## config.mk

```make
export PLATFORM = sky130hd
export DESIGN_NAME = ordered_list_insert_erase_find
export DESIGN_NICKNAME = d
export VERILOG_FILES = /design/src/design/olief_pkg.sv /design/src/design/olief_cell.sv /design/src/design/olief_prio.sv /design/src/design/ordered_list_insert_erase_find.sv
export SDC_FILE = /design/constraint.sdc
export NUM_CORES = 2
export LEC_CHECK = 0
export ABC_AREA = 1
export BUFFER_PORTS_ARGS = -buffer_cell sky130_fd_sc_hd__buf_4
export CAP_MARGIN = 25
export CORE_AREA = 2 2 405 407
export CTS_BUF_LIST = sky130_fd_sc_hd__clkbuf_16
export DETAILED_ROUTE_END_ITERATION = 10
export DIE_AREA = 0 0 407 409
export HOLD_SLACK_MARGIN = 0.02
export PLACE_DENSITY = 0.52
export SLEW_MARGIN = 5
export SYNTH_ARGS = -nofsm -noshare
export SYNTH_HDL_FRONTEND = slang
export SYNTH_HIERARCHICAL = 1
export SYNTH_SLANG_ARGS = --single-unit
```

## constraint.sdc

```tcl
create_clock -name clk -period 5.9 [get_ports clk]
set_clock_uncertainty 0.1 [all_clocks]
set_input_delay 0.295 -clock clk [delete_from_list [all_inputs] [get_ports clk]]
set_output_delay 0.295 -clock clk [all_outputs]
set_load 0.05 [all_outputs]
```

## src/design/olief_pkg.sv

```systemverilog
`timescale 1ns / 1ps
package olief_pkg;

  localparam int CAPACITY = 16;
  localparam int DATA_W   = 32;
  localparam int POS_W    = 5;
  localparam int IDX_W    = (CAPACITY > 1) ? $clog2(CAPACITY) : 1;
  localparam int CNT_W    = $clog2(CAPACITY + 1);
  localparam int CMP_W    = (POS_W > CNT_W) ? POS_W : CNT_W;

  typedef enum logic [1:0] {
    ACT_INSERT = 2'd0,
    ACT_ERASE  = 2'd1,
    ACT_FIND   = 2'd2,
    ACT_READ   = 2'd3
  } act_t;

  typedef enum logic [1:0] {
    ST_OK      = 2'd0,
    ST_RANGE   = 2'd1,
    ST_FULL    = 2'd2,
    ST_MISSING = 2'd3
  } status_t;

  // Broadcast to every cell of the chain.
  typedef struct packed {
    logic              ins;
    logic              ers;
    logic [POS_W-1:0]  pos;
    logic [CNT_W-1:0]  count;
    logic [DATA_W-1:0] val;
  } cell_ctrl_t;

endpackage

```

## src/design/olief_cell.sv

```systemverilog
`timescale 1ns / 1ps
module olief_cell
  import olief_pkg::*;
(
  input  logic              clk,
  input  logic [IDX_W-1:0]  cell_idx,
  input  cell_ctrl_t        ctrl,
  input  logic [DATA_W-1:0] left_data,
  input  logic [DATA_W-1:0] right_data,
  output logic [DATA_W-1:0] entry,
  output logic              match
);

  logic [DATA_W-1:0] entry_r;
  logic [DATA_W-1:0] entry_nxt;
  logic [CMP_W-1:0]  idx_w;
  logic [CMP_W-1:0]  pos_w;
  logic [CMP_W-1:0]  cnt_w;

  assign idx_w = CMP_W'(cell_idx);
  assign pos_w = CMP_W'(ctrl.pos);
  assign cnt_w = CMP_W'(ctrl.count);

  always_comb begin
    entry_nxt = entry_r;
    if (ctrl.ins) begin
      if (idx_w == pos_w) begin
        entry_nxt = ctrl.val;
      end else if (idx_w > pos_w && idx_w <= cnt_w) begin
        entry_nxt = left_data;
      end
    end else if (ctrl.ers) begin
      // take the right neighbor for every slot from the erased one up to the last but one filled slot
      if (idx_w >= pos_w && (idx_w + CMP_W'(1)) < cnt_w) begin
        entry_nxt = right_data;
      end
    end
  end

  always_ff @(posedge clk) begin
    entry_r <= entry_nxt;
  end

  assign entry = entry_r;
  assign match = (entry_r == ctrl.val) && (idx_w < cnt_w);

endmodule

```

## src/design/olief_prio.sv

```systemverilog
`timescale 1ns / 1ps
module olief_prio
  import olief_pkg::*;
(
  input  logic [CAPACITY-1:0] req,
  output logic                hit,
  output logic [IDX_W-1:0]    idx
);

  always_comb begin
    idx = '0;
    for (int i = CAPACITY - 1; i >= 0; i--) begin
      if (req[i]) begin
        idx = IDX_W'(i);
      end
    end
  end

  assign hit = |req;

endmodule

```

## src/design/ordered_list_insert_erase_find.sv

```systemverilog
`timescale 1ns / 1ps
// Ordered list of up to CAPACITY signed values held in a chain of cells. A
// command is a transfer when start is high and busy is low; busy never rises,
// so a command may be issued every cycle. Each command gives one result,
// strobed by out_valid for exactly one cycle, the cycle right after the
// command's transfer; the receiver cannot stall it and must take it then.
// Insert and erase shift all entries at once, each cell loading its neighbor,
// and find compares every cell in parallel, so one command completes per
// cycle. Results reflect every earlier command.
module ordered_list_insert_erase_find
  import olief_pkg::*;
(
  input  logic                     clk,
  input  logic                     rst_n,
  input  logic                     start,
  output logic                     busy,
  input  logic [1:0]               in_action,
  input  logic [POS_W-1:0]         in_position,
  input  logic signed [DATA_W-1:0] in_value,
  output logic                     out_valid,
  output logic [1:0]               out_status,
  output logic [IDX_W-1:0]         out_found_index,
  output logic signed [DATA_W-1:0] out_read_value,
  output logic [CNT_W-1:0]         out_count
);

  // ---------------------------------------------------------------------
  // Control state
  // ---------------------------------------------------------------------
  logic                    out_valid_r;
  logic [CNT_W-1:0]        fill_cnt_r;
  logic [CNT_W-1:0]        fill_cnt_nxt;
  status_t                 status_r;
  status_t                 status_nxt;
  logic                    is_find_r;
  logic [CAPACITY-1:0]     match_r;
  logic [DATA_W-1:0]       read_r;
  logic [DATA_W-1:0]       read_nxt;

  logic                    acc;
  act_t                    act;
  logic [CMP_W-1:0]        pos_w;
  logic [CMP_W-1:0]        cnt_w;
  cell_ctrl_t              ctrl;

  logic [DATA_W-1:0]       entry_q [CAPACITY];
  logic [CAPACITY-1:0]     match_q;
  logic                    find_hit;
  logic [IDX_W-1:0]        find_idx;

  // Every command is taken in the cycle it is offered; never hold off start.
  assign busy = 1'b0;
  assign acc  = start && !busy;
  assign act  = act_t'(in_action);

  assign pos_w = CMP_W'(in_position);
  assign cnt_w = CMP_W'(fill_cnt_r);

  // ---------------------------------------------------------------------
  // Command decode: status, next count, read value and the shift controls for the chain
  // ---------------------------------------------------------------------
  always_comb begin
    status_nxt   = ST_OK;
    fill_cnt_nxt = fill_cnt_r;
    read_nxt     = '0;
    ctrl.ins     = 1'b0;
    ctrl.ers     = 1'b0;
    ctrl.pos     = in_position;
    ctrl.count   = fill_cnt_r;
    ctrl.val     = in_value;
    case (act)
      ACT_INSERT: begin
        // a full list wins over a bad position
        if (fill_cnt_r == CNT_W'(CAPACITY)) begin
          status_nxt = ST_FULL;
        end else if (pos_w > cnt_w) begin
          status_nxt = ST_RANGE;
        end else begin
          ctrl.ins     = acc;
          fill_cnt_nxt = fill_cnt_r + CNT_W'(1);
        end
      end
      ACT_ERASE: begin
        if (pos_w >= cnt_w) begin
          status_nxt = ST_RANGE;
        end else begin
          ctrl.ers     = acc;
          fill_cnt_nxt = fill_cnt_r - CNT_W'(1);
        end
      end
      ACT_FIND: begin
        // resolved in the next cycle from the registered match vector
        status_nxt = ST_OK;
      end
      ACT_READ: begin
        if (pos_w >= cnt_w) begin
          status_nxt = ST_RANGE;
        end else begin
          read_nxt = entry_q[in_position[IDX_W-1:0]];
        end
      end
      default: begin
        status_nxt = ST_OK;
      end
    endcase
  end

  // ---------------------------------------------------------------------
  // Chain of cells: shifts load the left or right neighbor, inserts the new value
  // ---------------------------------------------------------------------
  for (genvar i = 0; i < CAPACITY; i++) begin : g_cell
    logic [DATA_W-1:0] left_d;
    logic [DATA_W-1:0] right_d;

    if (i == 0) begin : g_first
      assign left_d = '0;
    end else begin : g_inner_l
      assign left_d = entry_q[i-1];
    end

    if (i == CAPACITY - 1) begin : g_last
      assign right_d = '0;
    end else begin : g_inner_r
      assign right_d = entry_q[i+1];
    end

    olief_cell u_cell (
      .clk        (clk),
      .cell_idx   (IDX_W'(i)),
      .ctrl       (ctrl),
      .left_data  (left_d),
      .right_data (right_d),
      .entry      (entry_q[i]),
      .match      (match_q[i])
    );
  end

  // ---------------------------------------------------------------------
  // Result registers: hold the outcome of the last transfer
  // ---------------------------------------------------------------------
  always_ff @(posedge clk) begin
    if (!rst_n) begin
      out_valid_r <= 1'b0;
      fill_cnt_r  <= '0;
    end else begin
      out_valid_r <= acc;
      if (acc) begin
        fill_cnt_r <= fill_cnt_nxt;
      end
    end
  end

  always_ff @(posedge clk) begin
    if (acc) begin
      status_r  <= status_nxt;
      is_find_r <= (act == ACT_FIND);
      match_r   <= match_q;
      read_r    <= read_nxt;
    end
  end

  olief_prio u_prio (
    .req (match_r),
    .hit (find_hit),
    .idx (find_idx)
  );

  // A find reports the lowest matching slot, or missing if none matched.
  always_comb begin
    out_status      = status_r;
    out_found_index = '0;
    if (is_find_r) begin
      if (find_hit) begin
        out_status      = ST_OK;
        out_found_index = find_idx;
      end else begin
        out_status = ST_MISSING;
      end
    end
  end

  assign out_valid      = out_valid_r;
  assign out_read_value = read_r;
  assign out_count      = fill_cnt_r;

`ifndef SYNTHESIS
  a_result_follows_transfer: assert property (@(posedge clk) disable iff (!rst_n)
    out_valid |-> $past(acc))
    else $error("result strobe without a preceding transfer");

  a_count_bounded: assert property (@(posedge clk) disable iff (!rst_n)
    fill_cnt_r <= CNT_W'(CAPACITY))
    else $error("fill count beyond capacity");

  a_full_means_full: assert property (@(posedge clk) disable iff (!rst_n)
    out_valid && out_status == ST_FULL |-> out_count == CNT_W'(CAPACITY))
    else $error("full status on a list that is not full");

  a_index_only_on_find: assert property (@(posedge clk) disable iff (!rst_n)
    out_valid && out_found_index != '0 |-> is_find_r && out_status == ST_OK)
    else $error("found index outside a successful find");
`endif

endmodule

```

### Word level (Yosys, flattened, before mapping)

Index checks and enable logic that the tools add are counted.

* muxes and demuxes: 116
* bitwise gates (word level): 2
* equality and inequality tests: 54
* reduce and logical (&&, ||, !) cells: 88
* magnitude comparators: 68
* add/subtract/negate cells: 2

Operators by type and width (count)
* $mux W32: 82
* $eq A32 B32 Y1: 16
* $bmux W32 S4: 1
* $mux W4: 18
* $logic_and A1 B1 Y1: 48
* $ne A3 B1 Y1 const B: 16
* $reduce_and A3 Y1: 16
* $eq A4 B5 Y1 const A: 8
* $ge A4 B5 Y1 const A: 8
* $gt A4 B5 Y1 const A: 8
* $le A4 B5 Y1 const A: 8
* $lt A4 B5 Y1 const A: 8
* $reduce_bool A2 Y1: 18
* $eq A3 B5 Y1 const A: 4
* $ge A3 B5 Y1 const A: 4
* $gt A3 B5 Y1 const A: 4
* $le A3 B5 Y1 const A: 4
* $lt A3 B5 Y1 const A: 4
* $reduce_or A16 Y1: 1
* $mux W5: 3
* $eq A2 B5 Y1 const A: 2
* $ge A1 B5 Y1 const A: 2
* $ge A2 B5 Y1 const A: 2
* $gt A1 B5 Y1 const A: 2
* 26 further kinds: 43

* bits of input ports: 42
* logic and storage cells: 352
* register bits after elaboration: 569
* output and inout bits: 45

### Logic depth before layout (Yosys ltp)

* depth in word-level cells: 18
* mapped depth: 17
* gate-level depth less buffers: 17

### Modules after synthesis

The synthesis kept the hierarchy.

Modules (own cells, without submodules)
* olief_cell at g_cell[0].u_cell ...: instances 9, area each 2745.1 um^2, cells each 407
* olief_cell at g_cell[4].u_cell ...: instances 6, area each 2793.9 um^2, cells each 403
* ordered_list_insert_erase_find: instances 1, area each 7081.8 um^2, cells each 1277
* olief_cell at g_cell[3].u_cell: instances 1, area each 2752.6 um^2, cells each 406
* olief_prio: instances 1, area each 209.0 um^2, cells each 49

### Least setup slack after synthesis

No wires, ideal clock.

* kind: flip-flop to flip-flop
* from: register fill_cnt_r[4], in the netlist out_count[4]
* to: register g_cell[4].u_cell.entry_r[0] (enable)
* setup time: 0.432 ns
* buffers on the path: 2
* cell stages (with the launch flop): 13
* arrival: 4.393 ns
* path slack: 0.975 ns
* cell sequence: dfxtp_1 > inv_1 > ha_1 > nand2_1 > nor2_1 > nand2_1 > a21oi_1 > buf_2 > clkinv_1 > buf_2 > nand2_1 > inv_1 > a21oi_1

RTL lines
* start: declaration: line ordered_list_insert_erase_find.sv:31 `logic [CNT_W-1:0] fill_cnt_r;`
* start signal: assignment: line ordered_list_insert_erase_find.sv:148 `fill_cnt_r <= fill_cnt_nxt;`
* end signal: assignment: line olief_cell.sv:41 `entry_r <= entry_nxt;`
* end: declaration: line olief_cell.sv:14 `logic [DATA_W-1:0] entry_r;`

==> metrics.cfg <==
[yosys]
synthTopCellsByArea=edfxtp_1 (33%), nand2_1 (21%), inv_1 (8.5%)
synth_compound_area_frac=0.1388
synth_top_family_by_area=simple AND/OR/NAND/NOR gates
syn_area_per_cell_sq_um=6.593
synthAdderAreaFrac=0.05674
seq_area_frac_synth=0.3305
synth-edff-count=563
muxShareOfSynthArea=0
synth_top_cells_by_count=nand2_1 (2948), inv_1 (1164), nor2_1 (795)
syn_area_sq_um=51510
synth_ff_type=edfxtp_1
yosys.area.top_type=edfxtp_1
synthArstFlopShare=0
yosysWarningCount=6
synthSimpleGateAreaFrac=0.2987
ys_types=35
synth_xor_area_frac=0.04761
ys_seq_elements=569
netlist_instances=7813
yosys.area.top_type_share=0.3282
yosysMostFrequentCell=nand2_1

[clocking]
cts.sinks=569
cts_resized=0
root_buffer=clkbuf_16
htreeDepth=3
hold_buffers=3
cts_tree=yes
clk-insertion-delay-late_ps=680
clockBufferDepth=3
cts.reportedPaths.clkPinSlew_ps=60
cts_setup_buffers=0
cts_made_buffers=74

[drt]
met1_length_um=81600
wl_met3_um=10290
wl_um=166200
via_per_inst=4.609
dr.pass1.iters=6
routedWlPerCell_um=16.19
drtIter0Drc=3985
drc_errors=0
met2_wirelength_um=71230
top_layer=met5
vias=47300
ant_nets=0

[setup_path]
required_ps=6080
crit_top_cell=nand2_1
cp_slowest_cell=a21oi_4
max_stage_delay_ps=780
cp_cell_sequence=buf_4 > inv_1 > ha_1 > nand2_1 > nor2_1 > nand2_1 > nand3_1 > a21oi_4 > buf_12 > clkinv_1 > buf_4 > a21oi_1 > nand2_1 > nand2_1 > a21oi_4
path_buf_inv=5
critPathTopFamily=buffers and inverters
path_max_fanout=113
crit_path_end_kind=register
path_class=register to register
cp.arrival_ps=4100
start_kind=register

[placement]
routabilityCongestion=0.8599
portBuffers=85
dpl.hpwl_um=125100
dp_cells=10123
dpl_cell_area_sq_um=54870

[floorplanning]
die-area_sq_um=166500
ioPinCount=87
dieWidth_um=407
die_y_um=409
rows=148
core_area_sq_um=162000
start_util=0.3179

[flow_run]
drv_cap=0

[power]
p_leak_nw=29.00
p_per_area_nw_per_um2=197.5
vdd.ir_drop.worst_uv=194.1
p_total_w=0.01134

[timing]
finalSetupViolations=0
tightest_slew_ps=1015
timing.final.crit_share=0.6651
finalCriticalPeriod_ps=3924
fmax_ghz=0.2548
rsz0062_at_grt=false
final.setup.tns_ps=0
maxSlewHeadroom=0.3173
final_hold_viol_count=0
finalMaxSlewViolations=0

[status]
status=completed

[global_routing]
grt_pass1_vias=42838
grt_first_pass_wirelength_um=255900
overflow=0
grt_max_degree=164
antenna_found_initial=7
track_usage=0.1958

[cells_and_area]
final_cells=10263
finalNetCount=8311
drive_gt1_frac=0.06690
areaGrowthSynthToFinish_pct=11.45
final_area_sq_um=57410

[hold_path]
hp-class=primary input to register

-- worst min-delay path, cell delays in order --
cell and delay [ps]:
buf_4 230, o21ai_1 180, nand2_1 50
-- final timing paths --
kind / start / end / slack, ps / cells past startpoint
worst max-delay path: out_count[3]$_SDFFE_PN0P_ / g_cell[12].u_cell/entry[16]$_DFFE_PP_ / 1980 / 15
worst min-delay path: in_value[27] / g_cell[3].u_cell/entry[27]$_DFFE_PP_ / 170 / 3
worst max register to register: out_count[3]$_SDFFE_PN0P_ / g_cell[12].u_cell/entry[16]$_DFFE_PP_ / 1980 / 15
worst min register to register: out_count[2]$_SDFFE_PN0P_ / out_count[2]$_SDFFE_PN0P_ / 440 / 4
-- layout make-up --
type	count	area [sq um]
antenna	1	2.502
clock buffer	77	1927
clock inverter	50	407.9
fill	17513	104600
inverter	1179	4433
multi-input combinational	6048	29460
sequential	569	17030
tap	2175	2721
timing repair buffer	164	1438
-- power by group --
part / internal, W / switching, W / leakage (nW)
registers: 0.00453 / 0.0000827 / 5.19
clock network: 0.00265 / 0.00190 / 1.20
logic: 0.000652 / 0.00152 / 22.6
-- logic make-up after synthesis --
kind of cell,after synthesis
AND/OR/NAND/NOR,3963
AO/OA/AOI/OAI,1251
other,2
XOR/XNOR,280
buffers and inverters,1515
flip-flops,569
adder cells (fa/ha/maj),233
-- registers in the layout (all words and copies together) (netlist names) --
name,count
out_count,5
g_cell.u_cell/entry,512
status_r,2
out_read_value,32
match_r,16
out_valid,1
is_find_r,1
-- routing by layer --
metal | GRT usage | vias up
li1 | - | 24605
met3 | 0.02453 | 155
met5 | 0 | -
met4 | 0.03742 | 2
met2 | 0.2997 | 1388
met1 | 0.2932 | 21150
-- cell usage in the layout (no fill, tap or decap), types with 2 or more instances in the layout --
cell,synthesis,routed
nand3_1,126,126
o21ai_1,433,433
a21oi_4,0,17
a21oi_1,200,183
o21ai_0,338,338
buf_4,13,144
dlygate4sd3_1,0,3
nor3_1,4,4
inv_6,0,2
nor2_1,795,795
clkinv_2,0,8
nand4_1,38,38
o22ai_1,64,64
o21ai_2,109,109
xor2_1,278,278
bufinv_16,0,7
nand3b_1,17,17
a21oi_2,106,106
xnor2_1,2,2
edfxtp_1,563,563
ha_1,232,232
nand4_4,0,16
dfxtp_1,6,5
conb_1,2,321
clkbuf_16,0,77
clkinv_1,7,21
inv_1,1164,1171
nand2_1,2948,2948
clkinvlp_4,0,3
nor2_2,16,16
inv_2,7,15
buf_12,0,15
-- through the flow --
stage	setup slack (ps)	hold slack (ps)	utilization
5_1_grt	1628	161.4	0.3543
4_1_cts	1749	114.4	0.3532
6_report	1976	174.3	0.3543
3_5_place_dp	1703	426.9	0.3386
2_1_floorplan	974.9	288.5	-
3_3_place_gp	1769	437.3	0.3382
Note: power is estimated with default switching activity, not from simulation.
